File: src/rtl/core/irn_pkg.sv
// ----------------------------------------------------------------------------
// irn_pkg
// Shared types, constants and the numeral symbol table for the Roman
// numeral encoder.
// ----------------------------------------------------------------------------
package irn_pkg;

	localparam int ValueWidth  = 12;
	localparam int LetterWidth = 7;
	localparam int NumSymbols  = 13;
	localparam int MaxValid    = 3999;

	typedef logic [ValueWidth-1:0]  value_t;
	typedef logic [LetterWidth-1:0] letter_t;
	typedef logic [3:0]             sym_idx_t;

	localparam letter_t NoLetter = 7'h00;
	localparam letter_t LetterM  = 7'h4D;
	localparam letter_t LetterD  = 7'h44;
	localparam letter_t LetterC  = 7'h43;
	localparam letter_t LetterL  = 7'h4C;
	localparam letter_t LetterX  = 7'h58;
	localparam letter_t LetterV  = 7'h56;
	localparam letter_t LetterI  = 7'h49;

	typedef enum logic [0:0] {
		IDLE_ST,
		RUN_ST
	} ctrl_state_t;

	typedef struct packed {
		logic load;
		logic step;
	} irn_cmd_t;

	typedef struct packed {
		logic last;
	} irn_status_t;

	// Symbols in descending weight, subtractive pairs included.
	function automatic value_t sym_weight(input sym_idx_t idx);
		case (idx)
			4'd0:    return value_t'(1000);
			4'd1:    return value_t'(900);
			4'd2:    return value_t'(500);
			4'd3:    return value_t'(400);
			4'd4:    return value_t'(100);
			4'd5:    return value_t'(90);
			4'd6:    return value_t'(50);
			4'd7:    return value_t'(40);
			4'd8:    return value_t'(10);
			4'd9:    return value_t'(9);
			4'd10:   return value_t'(5);
			4'd11:   return value_t'(4);
			default: return value_t'(1);
		endcase
	endfunction

	function automatic letter_t sym_first(input sym_idx_t idx);
		case (idx)
			4'd0:    return LetterM;
			4'd1:    return LetterC;
			4'd2:    return LetterD;
			4'd3:    return LetterC;
			4'd4:    return LetterC;
			4'd5:    return LetterX;
			4'd6:    return LetterL;
			4'd7:    return LetterX;
			4'd8:    return LetterX;
			4'd9:    return LetterI;
			4'd10:   return LetterV;
			4'd11:   return LetterI;
			default: return LetterI;
		endcase
	endfunction

	function automatic letter_t sym_second(input sym_idx_t idx);
		case (idx)
			4'd1:    return LetterM;
			4'd3:    return LetterD;
			4'd5:    return LetterC;
			4'd7:    return LetterL;
			4'd9:    return LetterX;
			4'd11:   return LetterV;
			default: return NoLetter;
		endcase
	endfunction

	// Largest symbol whose weight still fits into rest.
	function automatic sym_idx_t find_symbol(input value_t rest);
		sym_idx_t idx;
		idx = sym_idx_t'(NumSymbols - 1);
		for (int s = NumSymbols - 1; s >= 0; s--) begin
			if (rest >= sym_weight(sym_idx_t'(s))) begin
				idx = sym_idx_t'(s);
			end
		end
		return idx;
	endfunction

endpackage

File: src/rtl/core/irn_in_if.sv
// ----------------------------------------------------------------------------
// irn_in_if
// Request channel carrying one number to encode.
// ----------------------------------------------------------------------------
interface irn_in_if;
	logic                            valid;
	logic                            ready;
	logic [irn_pkg::ValueWidth-1:0]  value;

	modport source(output valid, output value, input ready);
	modport sink(input valid, input value, output ready);
endinterface

File: src/rtl/core/irn_out_if.sv
// ----------------------------------------------------------------------------
// irn_out_if
// Result channel carrying one numeral letter with its flags.
// ----------------------------------------------------------------------------
interface irn_out_if;
	logic                            valid;
	logic                            ready;
	logic [irn_pkg::LetterWidth-1:0] letter;
	logic                            last_letter;
	logic                            out_of_range;

	modport source(output valid, output letter, output last_letter, output out_of_range,
		input ready);
	modport sink(input valid, input letter, input last_letter, input out_of_range,
		output ready);
endinterface

File: src/rtl/core/integer_to_roman_numeral_unit.sv
// An accepted request starts a run; each step registers one letter, one per
// cycle while the output is not stalled. The longest numeral (3888) has 15
// letters; an out-of-range value gives one flagged letter. One request at a
// time: the next is accepted once the last letter is registered. Reset
// (arst_n low) clears the controller and output valid.
// ----------------------------------------------------------------------------
// integer_to_roman_numeral_unit
// Encodes a 12-bit number as a run of Roman numeral letters, one per result.
// ----------------------------------------------------------------------------
module integer_to_roman_numeral_unit (
	input logic       clk,
	input logic       arst_n,
	irn_in_if.sink    in_req,
	irn_out_if.source out_req
);
	import irn_pkg::*;

	irn_cmd_t    cmd;
	irn_status_t status;

	irn_ctrl u_ctrl (
		.clk       (clk),
		.arst_n    (arst_n),
		.in_valid  (in_req.valid),
		.in_ready  (in_req.ready),
		.out_valid (out_req.valid),
		.out_ready (out_req.ready),
		.status    (status),
		.cmd       (cmd)
	);

	irn_dp u_dp (
		.clk          (clk),
		.arst_n       (arst_n),
		.cmd          (cmd),
		.value        (in_req.value),
		.letter       (out_req.letter),
		.last_letter  (out_req.last_letter),
		.out_of_range (out_req.out_of_range),
		.status       (status)
	);

endmodule

File: src/rtl/core/irn_ctrl.sv
// ----------------------------------------------------------------------------
// irn_ctrl
// Controller: takes one request at a time, steps the datapath once per
// free output slot and owns the output valid flag.
// ----------------------------------------------------------------------------
module irn_ctrl (
	input  logic                 clk,
	input  logic                 arst_n,
	input  logic                 in_valid,
	output logic                 in_ready,
	output logic                 out_valid,
	input  logic                 out_ready,
	input  irn_pkg::irn_status_t status,
	output irn_pkg::irn_cmd_t    cmd
);
	import irn_pkg::*;

	ctrl_state_t state_q, state_d;
	logic        out_valid_q, out_valid_d;

	always_ff @(posedge clk or negedge arst_n) begin
		if (!arst_n) begin
			state_q     <= IDLE_ST;
			out_valid_q <= 1'b0;
		end else begin
			state_q     <= state_d;
			out_valid_q <= out_valid_d;
		end
	end

	always_comb begin
		state_d = state_q;
		case (state_q)
			IDLE_ST: begin
				if (in_valid) begin
					state_d = RUN_ST;
				end
			end
			RUN_ST: begin
				if (cmd.step && status.last) begin
					state_d = IDLE_ST;
				end
			end
			default: state_d = IDLE_ST;
		endcase
	end

	always_comb begin
		in_ready = (state_q == IDLE_ST);
		cmd.load = in_valid && (state_q == IDLE_ST);
		// advance only when the output register is empty or being drained
		cmd.step = (state_q == RUN_ST) && (!out_valid_q || out_ready);
		if (cmd.step) begin
			out_valid_d = 1'b1;
		end else begin
			out_valid_d = out_valid_q && !out_ready;
		end
		out_valid = out_valid_q;
	end

`ifndef SYNTHESIS
	a_load_starts_run: assert property (@(posedge clk) disable iff (!arst_n)
		cmd.load |=> state_q == RUN_ST)
		else $error("accepted request did not start a run");

	a_last_ends_run: assert property (@(posedge clk) disable iff (!arst_n)
		(cmd.step && status.last) |=> state_q == IDLE_ST)
		else $error("run did not end after last letter");

	a_valid_from_step: assert property (@(posedge clk) disable iff (!arst_n)
		$rose(out_valid_q) |-> $past(cmd.step))
		else $error("output valid raised without a datapath step");
`endif

endmodule

File: src/rtl/core/irn_dp.sv
// ----------------------------------------------------------------------------
// irn_dp
// Datapath: remaining value, pending second letter of a subtractive pair,
// symbol selection and the output register.
// ----------------------------------------------------------------------------
module irn_dp (
	input  logic                            clk,
	input  logic                            arst_n,
	input  irn_pkg::irn_cmd_t               cmd,
	input  logic [irn_pkg::ValueWidth-1:0]  value,
	output logic [irn_pkg::LetterWidth-1:0] letter,
	output logic                            last_letter,
	output logic                            out_of_range,
	output irn_pkg::irn_status_t            status
);
	import irn_pkg::*;

	value_t   rest_q;
	sym_idx_t sym_q;
	logic     half_q;
	logic     err_q;

	letter_t  letter_q;
	logic     last_q;
	logic     oor_q;

	sym_idx_t sel;
	sym_idx_t cur;
	value_t   rest_sub;
	logic     finish;
	letter_t  letter_d;
	logic     last_d;

	always_comb begin
		sel      = find_symbol(rest_q);
		cur      = half_q ? sym_q : sel;
		rest_sub = rest_q - sym_weight(cur);
		// a symbol is done after its only letter or its second letter
		finish   = half_q || (sym_second(cur) == NoLetter);
		if (err_q) begin
			letter_d = NoLetter;
			last_d   = 1'b1;
		end else begin
			letter_d = half_q ? sym_second(cur) : sym_first(cur);
			last_d   = finish && (rest_sub == '0);
		end
		status.last = last_d;
	end

	always_ff @(posedge clk or negedge arst_n) begin
		if (!arst_n) begin
			half_q <= 1'b0;
			err_q  <= 1'b0;
		end else if (cmd.load) begin
			half_q <= 1'b0;
			err_q  <= (value == '0) || (value > value_t'(MaxValid));
		end else if (cmd.step && !err_q) begin
			half_q <= !finish;
		end
	end

	always_ff @(posedge clk) begin
		if (cmd.load) begin
			rest_q <= value;
		end else if (cmd.step && !err_q) begin
			sym_q <= cur;
			if (finish) begin
				rest_q <= rest_sub;
			end
		end
		if (cmd.step) begin
			letter_q <= letter_d;
			last_q   <= last_d;
			oor_q    <= err_q;
		end
	end

	assign letter       = letter_q;
	assign last_letter  = last_q;
	assign out_of_range = oor_q;

`ifndef SYNTHESIS
	a_no_pair_on_error: assert property (@(posedge clk) disable iff (!arst_n)
		half_q |-> !err_q)
		else $error("pair pending on an out-of-range request");

	a_rest_nonzero: assert property (@(posedge clk) disable iff (!arst_n)
		(cmd.step && !err_q && !half_q) |-> rest_q != '0)
		else $error("step with nothing left to encode");

	a_load_clears_pair: assert property (@(posedge clk) disable iff (!arst_n)
		cmd.load |=> !half_q)
		else $error("pair pending after a new request");
`endif

endmodule

File: src/flat_wrapper.sv
// flat-port wrapper written by rule: the top's interface ports become plain ports
module integer_to_roman_numeral_unit_flat import irn_pkg::*;
  (clk, arst_n, in_req_valid, in_req_value, in_req_ready, out_req_valid, out_req_letter, out_req_last_letter, out_req_out_of_range, out_req_ready);
  irn_in_if in_req_i ();
  irn_out_if out_req_i ();
  input logic clk;
  input logic arst_n;
  input wire logic [$bits(in_req_i.valid)-1:0] in_req_valid;
  input wire logic [$bits(in_req_i.value)-1:0] in_req_value;
  output wire logic [$bits(in_req_i.ready)-1:0] in_req_ready;
  output wire logic [$bits(out_req_i.valid)-1:0] out_req_valid;
  output wire logic [$bits(out_req_i.letter)-1:0] out_req_letter;
  output wire logic [$bits(out_req_i.last_letter)-1:0] out_req_last_letter;
  output wire logic [$bits(out_req_i.out_of_range)-1:0] out_req_out_of_range;
  input wire logic [$bits(out_req_i.ready)-1:0] out_req_ready;
  assign in_req_i.valid = in_req_valid;
  assign in_req_i.value = in_req_value;
  assign in_req_ready = in_req_i.ready;
  assign out_req_valid = out_req_i.valid;
  assign out_req_letter = out_req_i.letter;
  assign out_req_last_letter = out_req_i.last_letter;
  assign out_req_out_of_range = out_req_i.out_of_range;
  assign out_req_i.ready = out_req_ready;
  integer_to_roman_numeral_unit u_core (.clk(clk), .arst_n(arst_n), .in_req(in_req_i), .out_req(out_req_i));
endmodule
File: config.mk
export PLATFORM = sky130hd
export DESIGN_NAME = integer_to_roman_numeral_unit_flat
export DESIGN_NICKNAME = d
export VERILOG_FILES = /design/src/rtl/core/irn_pkg.sv /design/src/rtl/core/irn_in_if.sv /design/src/rtl/core/irn_out_if.sv /design/src/rtl/core/integer_to_roman_numeral_unit.sv /design/src/rtl/core/irn_ctrl.sv /design/src/rtl/core/irn_dp.sv /design/src/flat_wrapper.sv
export SDC_FILE = /design/constraint.sdc
export NUM_CORES = 1
export LEC_CHECK = 0
export BUFFER_PORTS_ARGS = -buffer_cell sky130_fd_sc_hd__buf_4
export CORE_ASPECT_RATIO = 0.75
export CORE_MARGIN = 10
export CORE_UTILIZATION = 44
export CTS_BUF_LIST = sky130_fd_sc_hd__clkbuf_8
export DETAILED_ROUTE_END_ITERATION = 10
export PLACE_DENSITY_LB_ADDON = 0.2
export SLEW_MARGIN = 25
export SYNTH_ARGS = -nofsm -noshare
export SYNTH_HDL_FRONTEND = slang
export SYNTH_HIERARCHICAL = 1
export SYNTH_SLANG_ARGS = --single-unit
File: constraint.sdc
create_clock -name clk -period 6.6 [get_ports clk]
set_input_delay 0.66 -clock clk [delete_from_list [all_inputs] [get_ports clk]]
set_output_delay 0.66 -clock clk [all_outputs]
set_load 0.02 [all_outputs]
==> impl_metrics.env, run 1 <==
export IMPL_grt_use_total=0.134
export IMPL_grt_antenna_before_repair=0
export IMPL_finalSetupViolCount=0
export IMPL_endpoint_kind="flip-flop"
export IMPL_core_area_sq_um=5350
export IMPL_ys_dominant_reg_cell="edfxtp_1"
export IMPL_synth_xor_area_frac=0.0253
export IMPL_die_w_um=106
export IMPL_wl_um=6100
export IMPL_insertion_delay_ps=280
export IMPL_n_antenna_cell=0
export IMPL_yosysWarnings=6
export IMPL_path_cells="or3_1, or3_1, nor2_1, a21oi_1, o21ai_1, inv_1, ha_1, nor2_1, a22o_1, inv_1, ha_1, nor2b_1, o21ai_0, o22ai_1, o31ai_1, o31ai_1, or4_1, o41ai_2, a31oi_1"
export IMPL_dr_total_vias=2165
export IMPL_gp_congestion=0.934
export IMPL_fin_cells=364
export IMPL_final_common_cell="nand2_1"
export IMPL_hold_viol=0
export IMPL_hold_buffers=0
export IMPL_fin_skew_ps=7.88
export IMPL_dieArea_sq_um=8920
export IMPL_initial_core_util=0.453
export IMPL_worst_slew_pin_slew_ps=811
export IMPL_ys_seq_area_frac=0.338
export IMPL_grt_pass1_vias=2062
export IMPL_postSynthCellCount=272
export IMPL_drv_slew=0
export IMPL_relSlewSlack=0.458
export IMPL_synth_top_family_by_area="compound AO/OA/AOI/OAI gates"
export IMPL_io_pins=27
export IMPL_num_rows=23
export IMPL_muxShareOfSynthArea=0.0314
export IMPL_slowest_stage="edfxtp_1"
export IMPL_post_cts_repair_setup_buffers=0
export IMPL_cts_max_level=1
export IMPL_holdCritPathClass="input port to asynchronous set/reset pin"
export IMPL_synthAdderAreaFrac=0.0856
export IMPL_drt_iter0_drc=145
export IMPL_crit_required_ps=6760
export IMPL_drive_above_1_share=0.163
export IMPL_first_pass_iters=4
export IMPL_clockBufferDepth=2
export IMPL_cts_made_buffers=3
export IMPL_dpl_hpwl_um=4770
export IMPL_fin_crit_sh=0.805
export IMPL_cts_resized_gates=0
export IMPL_clk_pin_slew_worst_paths_ps=110
export IMPL_layout_common_cells="27 x nand2_1, 26 x buf_4, 24 x edfxtp_1"
export IMPL_rsz0062_at_grt="no"
export IMPL_syn_nets=304
export IMPL_yosys_area_share_simple=0.211
export IMPL_wl_per_cell_um=16.7
export IMPL_cp_slowest_stage_delay_ps=540
export IMPL_post_route_min_period_ps=5320
export IMPL_grt_pass1_wl_um=10200
export IMPL_path_max_fanout=11
export IMPL_synth_seq_cells=28
export IMPL_dieHeight_um=84.3
export IMPL_netlist_area_sq_um=2430
export IMPL_grt_max_degree=25
export IMPL_status="finished, final reports clean"
export IMPL_avgSynthCellArea_sq_um=8.92
export IMPL_nNetsFinal=322
export IMPL_synth_edf_count=24
export IMPL_drcViolationCount=0
export IMPL_start_kind="flip-flop"
export IMPL_postRouteAntennaNets=0
export IMPL_async_flop_share=0.143
export IMPL_cts_tree="yes"
export IMPL_synth_compound_area_frac=0.255
export IMPL_critPathBufInv=2
export IMPL_fin_setup_tns_ps=0
export IMPL_placement_io_buffers=25
export IMPL_crit_arrival_ps=5480
export IMPL_drv_cap=0
export IMPL_grt_overflow_total=0
export IMPL_yosysUniqueCellTypes=68
export IMPL_cpLargestDelayFamily="compound AO/OA/AOI/OAI gates"
export IMPL_r2r_slack_ps=1280
export IMPL_place_inst=360
export IMPL_vias_per_cell=5.95
export IMPL_area_growth_syn_to_layout_pct=12.2
export IMPL_root_buffer="clkbuf_8"
export IMPL_timing_fmax_mhz=188
export IMPL_path_class="flip-flop to flip-flop"
export IMPL_clock_sinks=28
cell families after synthesis:
group           Yosys count
compound gates           88
xor+xnor                  7
fa+ha+maj                16
buf+inv                  28
flops                    28
mux                       7
other cells               1
simple gates             97
worst register-to-register path, delay by kind of cell, from the launching register on:
family	cells	cell delay, ps
compound gates	9	2110
fa+ha+maj	2	620
buf+inv	2	250
flops	1	540
simple gates	6	1690
synth_stat cells, types with 3 or more instances:
cell,n,area [sq um]
clkbuf_1,9,33.8
o21a_1,5,37.5
dfrtp_1,4,100
nor3_1,6,30.0
a21oi_1,12,60.1
nand2_1,27,101
nand3_1,7,35.0
ha_1,15,188
o31ai_1,3,22.5
nor4_1,5,31.3
a21boi_0,3,22.5
a31oi_1,6,37.5
nand4_1,4,25.0
edfxtp_1,24,721
nor2b_1,4,25.0
o22ai_1,5,31.3
o21ai_0,19,95.1
mux2_2,5,56.3
inv_1,14,52.6
nor2_1,22,82.6
o211ai_1,5,37.5
xnor2_1,6,52.6
or3_1,5,31.3
layer usage:
layer | vias up | track usage | share of wire
li1 | 1072 | - | -
met4 | 0 | 0.0184 | 0.0062
met2 | 85 | 0.201 | 0.42
met1 | 1004 | 0.195 | 0.50
met5 | - | 0 | 0
met3 | 4 | 0.0298 | 0.075
final cells by class:
class                           instances  area, sq um
Fill cell                             520         2630
Multi-Input combinational cell        216         1480
Sequential cell                        28          821
Timing Repair Buffer                   26          195
Tap cell                               75         93.8
Inverter                               15         61.3
Clock buffer                            3         41.3
Clock inverter                          1         30.0
flip-flops by register name, summed over array words and instances, names as in the netlist:
| name | flops |
|---|---|
| u_core/u_dp/rest_q | 12 |
| u_core/u_dp/letter | 6 |
| u_core/u_dp/half_q | 1 |
| u_core/u_dp/err_q | 1 |
| u_core/u_dp/last_letter | 1 |
| u_core/u_dp/out_of_range | 1 |
| u_core/u_dp/sym_q | 4 |
| u_core/u_ctrl/state_q | 1 |
| u_core/u_ctrl/out_valid | 1 |
path summary, 6_finish.rpt:
| kind | from | endpoint | depth (start not counted) |
|---|---|---|---|
| setup / recovery | u_core/u_dp/rest_q[9]$_DFFE_PP_ | u_core/u_ctrl/state_q$_DFF_PN0_ | 19 |
| hold / removal | arst_n | u_core/u_dp/err_q$_DFFE_PN0P_ | 1 |
| setup reg to reg | u_core/u_dp/rest_q[9]$_DFFE_PP_ | u_core/u_ctrl/state_q$_DFF_PN0_ | 19 |
| hold reg to reg | u_core/u_ctrl/state_q$_DFF_PN0_ | u_core/u_ctrl/state_q$_DFF_PN0_ | 1 |
| max in group asynchronous | arst_n | u_core/u_dp/half_q$_DFFE_PN0P_ | 1 |
| min in group clk | u_core/u_ctrl/state_q$_DFF_PN0_ | u_core/u_ctrl/state_q$_DFF_PN0_ | 1 |
metrics by stage:
stage	cell area [sq um]	worst slack, ps	hold slack [ps]	utilization
after detailed placement	2650	1380	465	0.495
after global placement	2650	1540	460	0.495
final	2720	1280	152	0.509
after global routing	2720	850	140	0.509
after CTS	2720	1390	149	0.509
after floorplan	2430	1970	364	-
Power of run 1 is not shown: default switching activity piles up to over one toggle a cycle in this logic, so the estimate is an artifact.
==> run 2: changes to the inputs <==
Clock period 6.6 ns to 5.1 ns, I/O delays scaled along.
==> impl_metrics.env, run 2 (same netlist as run 1, synthesis figures left out) <==
export IMPL_status="finished, final reports clean"
export IMPL_grt_pass1_wl_um=10200
export IMPL_n_antenna_cell=0
export IMPL_num_rows=23
export IMPL_final_util=0.522
export IMPL_clock_sinks=28
export IMPL_clockBufferDepth=2
export IMPL_fin_crit_sh=0.934
export IMPL_hold_path_startpoint="out_req_ready"
export IMPL_cts_max_level=1
export IMPL_die_w_um=106
export IMPL_drt_iter0_drc=155
export IMPL_place_inst=366
export IMPL_grt_pass1_vias=1978
export IMPL_gp_congestion=0.947
export IMPL_post_route_min_period_ps=4760
export IMPL_crit_arrival_ps=4920
export IMPL_placement_io_buffers=25
export IMPL_crit_required_ps=5260
export IMPL_hold_viol=0
export IMPL_postRouteAntennaNets=0
export IMPL_crit_start="u_core/u_dp/rest_q[9]$_DFFE_PP_"
export IMPL_wl_um=6250
export IMPL_largest_reg_flops=12
export IMPL_cts_made_buffers=3
export IMPL_nNetsFinal=331
export IMPL_fin_cells=373
export IMPL_final_common_cell="buf_4"
export IMPL_rsz0062_at_grt="no"
export IMPL_grt_max_degree=25
export IMPL_first_pass_iters=5
export IMPL_grt_antenna_before_repair=0
export IMPL_io_pins=27
export IMPL_endpoint_kind="flip-flop"
export IMPL_fin_setup_tns_ps=0
export IMPL_dr_total_vias=2222
export IMPL_insertion_delay_ps=280
export IMPL_worst_slew_pin_slew_ps=827
export IMPL_finalSetupViolCount=0
export IMPL_path_max_fanout=4
export IMPL_vias_per_cell=5.96
export IMPL_holdCritPathClass="input port to flip-flop"
export IMPL_area_growth_syn_to_layout_pct=15.2
export IMPL_dieHeight_um=84.3
export IMPL_core_area_sq_um=5350
export IMPL_drv_cap=0
export IMPL_timing_rr_start="u_core/u_dp/rest_q[9]$_DFFE_PP_"
export IMPL_fin_skew_ps=7.78
export IMPL_wl_per_cell_um=16.8
export IMPL_drv_slew=0
export IMPL_clk_pin_slew_worst_paths_ps=100
export IMPL_drive_above_1_share=0.188
export IMPL_largest_register="u_core/u_dp/rest_q"
export IMPL_drcViolationCount=0
export IMPL_initial_core_util=0.453
export IMPL_relSlewSlack=0.448
export IMPL_cts_tree="yes"
export IMPL_timing_fmax_mhz=210
export IMPL_start_kind="flip-flop"
export IMPL_grt_overflow_total=0
export IMPL_dieArea_sq_um=8920
export IMPL_dpl_hpwl_um=4850
export IMPL_layout_common_cells="34 x buf_4, 27 x nand2_1, 24 x edfxtp_1"
export IMPL_grt_use_total=0.136
export IMPL_path_class="flip-flop to flip-flop"
export IMPL_root_buffer="clkbuf_8"
-- run 2: cell types whose count changed in the layout (fill, tap and decap cells not counted), sizes merged --
cell,delta
buf,+8
dlygate4sd3,+1
-- run 2: worst paths after layout --
path | endpoint | slack (ps) | cells after the start
max in group asynchronous | u_core/u_dp/half_q$_DFFE_PN0P_ | 4440 | 2
worst max register to register | u_core/u_ctrl/state_q$_DFF_PN0_ | 340 | 19
worst max-delay path | u_core/u_ctrl/state_q$_DFF_PN0_ | 340 | 19
worst min register to register | u_core/u_ctrl/state_q$_DFF_PN0_ | 530 | 1
min in group asynchronous | u_core/u_dp/err_q$_DFFE_PN0P_ | 560 | 2
worst min-delay path | u_core/u_ctrl/out_valid$_DFF_PN0_ | 500 | 3
-- run 2: worst max-delay path, cell delays in order (launching register included) --
cell	delay (ps)
edfxtp_1	430
or3_1	460
or3_1	400
nor2_1	120
a21oi_1	110
o21ai_1	190
inv_1	100
ha_1	350
nor2_1	60
a21oi_1	130
a2bb2oi_1	210
ha_1	300
nor2b_1	160
o2111ai_1	260
nand3b_1	130
xnor2_1	200
nand4_1	130
or4_1	510
o41ai_2	260
a31oi_1	120
-- run 2: metal layers --
layer	vias to the layer above	wire length, um	global-route usage
li1	1087	-	-
met1	1046	3040	0.199
met2	85	2690	0.203
met3	4	497	0.0275
met4	0	25	0.0196
met5	-	0	0
-- run 2: area by class of cell --
class                           count  area (sq um)
Sequential cell                    28           821
Timing Repair Buffer               35           265
Multi-Input combinational cell    216          1480
Tap cell                           75          93.8
Clock inverter                      1          30.0
Clock buffer                        3          41.3
Fill cell                         519          2560
Inverter                           15          61.3
-- run 2: per-stage QoR --
stage / hold slack [ps] / area [sq um] / setup WS, ps
floorplan: 214 / 2430 / 465
global placement: 311 / 2700 / 451
detailed placement: 311 / 2700 / 392
CTS: 484 / 2780 / 377
global route: 498 / 2800 / 2.73
finish: 495 / 2800 / 339
-- run 2: repair_timing --
| item | CTS | global route |
|---|---|---|
| setup buffers | 0 | 2 |
| setup endpoints to repair | 0 | 2 |
| gates resized for setup | 0 | 1 |
| endpoints found under the hold margin | 4 | 0 |
| hold buffers | 1 | 0 |
Power of run 2 is left out for the same reason.
==> run 3: changes to the inputs <==
Settings changed: BUFFER_PORTS_ARGS -buffer_cell sky130_fd_sc_hd__buf_4 to -buffer_cell sky130_fd_sc_hd__buf_2, CORE_UTILIZATION 44 to 53.
==> impl_metrics.env, run 3 (same netlist as run 1, synthesis figures left out) <==
export IMPL_fillers=363
export IMPL_n_antenna_cell=0
export IMPL_grt_use_total=0.152
export IMPL_grt_max_degree=25
export IMPL_dpl_hpwl_um=4710
export IMPL_area_growth_syn_to_layout_pct=15.7
export IMPL_path_max_fanout=3
export IMPL_holdCritPathClass="input port to flip-flop"
export IMPL_layout_common_cells="27 x nand2_1, 25 x buf_2, 24 x edfxtp_1"
export IMPL_largest_reg_flops=12
export IMPL_relSlewSlack=0.510
export IMPL_rsz0062_at_grt="yes"
export IMPL_largest_register="u_core/u_dp/rest_q"
export IMPL_dr_total_vias=2312
export IMPL_nNetsFinal=344
export IMPL_timing_fmax_mhz=206
export IMPL_worst_slew_pin_slew_ps=736
export IMPL_fin_crit_sh=0.952
export IMPL_clk_pin_slew_worst_paths_ps=100
export IMPL_num_rows=21
export IMPL_placed_cell_area_sq_um=2600
export IMPL_gp_congestion=0.990
export IMPL_fin_skew_ps=6.98
export IMPL_io_pins=27
export IMPL_dieHeight_um=78.6
export IMPL_post_route_min_period_ps=4850
export IMPL_post_route_cell_area_sq_um=2810
export IMPL_drcViolationCount=0
export IMPL_insertion_delay_ps=280
export IMPL_core_area_sq_um=4440
export IMPL_r2r_slack_ps=250
export IMPL_whs_ps=490
export IMPL_grt_pass1_vias=2064
export IMPL_hold_viol=0
export IMPL_finalSetupViolCount=0
export IMPL_final_util=0.632
export IMPL_dieArea_sq_um=7720
export IMPL_final_common_cell="nand2_1"
export IMPL_postRouteAntennaNets=0
export IMPL_initial_core_util=0.547
export IMPL_path_class="flip-flop to flip-flop"
export IMPL_drv_slew=0
export IMPL_placement_io_buffers=25
export IMPL_crit_arrival_ps=5020
export IMPL_drv_cap=0
export IMPL_wl_per_cell_um=17.2
export IMPL_status="finished, final reports clean"
export IMPL_drive_above_1_share=0.222
export IMPL_grt_pass1_wl_um=9900
export IMPL_crit_required_ps=5260
export IMPL_clock_sinks=28
export IMPL_vias_per_cell=6.28
export IMPL_root_buffer="clkbuf_8"
export IMPL_die_w_um=98.1
export IMPL_first_pass_iters=5
export IMPL_clockBufferDepth=2
export IMPL_cts_made_buffers=3
export IMPL_grt_antenna_before_repair=0
export IMPL_wl_um=6310
export IMPL_endpoint_kind="flip-flop"
export IMPL_cts_max_level=1
export IMPL_cts_tree="yes"
export IMPL_drt_iter0_drc=242
export IMPL_grt_overflow_total=0
export IMPL_start_kind="flip-flop"
run 3: cell types whose count changed in the layout (fill, tap and decap cells not counted), sizes merged:
cell  change
buf      +13
run 3: routing by layer:
layer | wire length (um) | GRT usage | vias up
li1 | - | - | 1108
met1 | 2990 | 0.209 | 1076
met2 | 2650 | 0.221 | 110
met3 | 569 | 0.0481 | 18
met4 | 102 | 0.0500 | 0
met5 | 0 | 0 | -
run 3: path summary, 6_finish.rpt:
path,from,to,cells after the start
min in group asynchronous,arst_n,u_core/u_dp/err_q$_DFFE_PN0P_,2
hold reg to reg,u_core/u_ctrl/state_q$_DFF_PN0_,u_core/u_ctrl/state_q$_DFF_PN0_,1
setup reg to reg,u_core/u_dp/rest_q[8]$_DFFE_PP_,u_core/u_ctrl/state_q$_DFF_PN0_,19
setup / recovery,u_core/u_dp/rest_q[8]$_DFFE_PP_,u_core/u_ctrl/state_q$_DFF_PN0_,19
max in group asynchronous,arst_n,u_core/u_dp/half_q$_DFFE_PN0P_,2
hold / removal,in_req_valid,u_core/u_ctrl/state_q$_DFF_PN0_,3
run 3: repair_timing:
action                                  in CTS  in global routing
buffers inserted                             0                 17
endpoints found under the hold margin        0                  4
gates resized for setup                      0                  1
hold buffers                                 0                  1
endpoints found under the setup margin       0                  2
run 3: per-stage QoR:
stage | std cells | setup slack (ps) | TNS (ps)
after detailed placement | 346 | 308 | 0
after CTS | 350 | 278 | 0
after global placement | 346 | 353 | 0
final | 368 | 246 | 0
after floorplan | 272 | 465 | 0
after global routing | 368 | -42.8 | -56.7
run 3: worst max-delay path: stages, from the launching register on:
cell,delay (ps)
edfxtp_1,470
or3_1,460
or3_1,390
nor2_1,120
a21oi_1,110
o21ai_1,180
inv_1,110
ha_1,350
nor2_1,160
a22o_1,210
inv_1,60
ha_1,260
nor2b_1,140
o21ai_0,240
o22ai_1,150
o31ai_1,300
o31ai_1,160
or4_1,460
o41ai_2,280
a31oi_1,130
run 3: layout make-up:
type	instances	area (sq um)	area share
clock buffer	3	41.3	0.0147
sequential	28	821	0.292
inverter	15	61.3	0.0218
multi-input combinational	216	1480	0.528
timing repair buffer	48	300	0.107
tap	57	71.3	0.0254
clock inverter	1	30.0	0.0107
Power of run 3 is left out for the same reason.
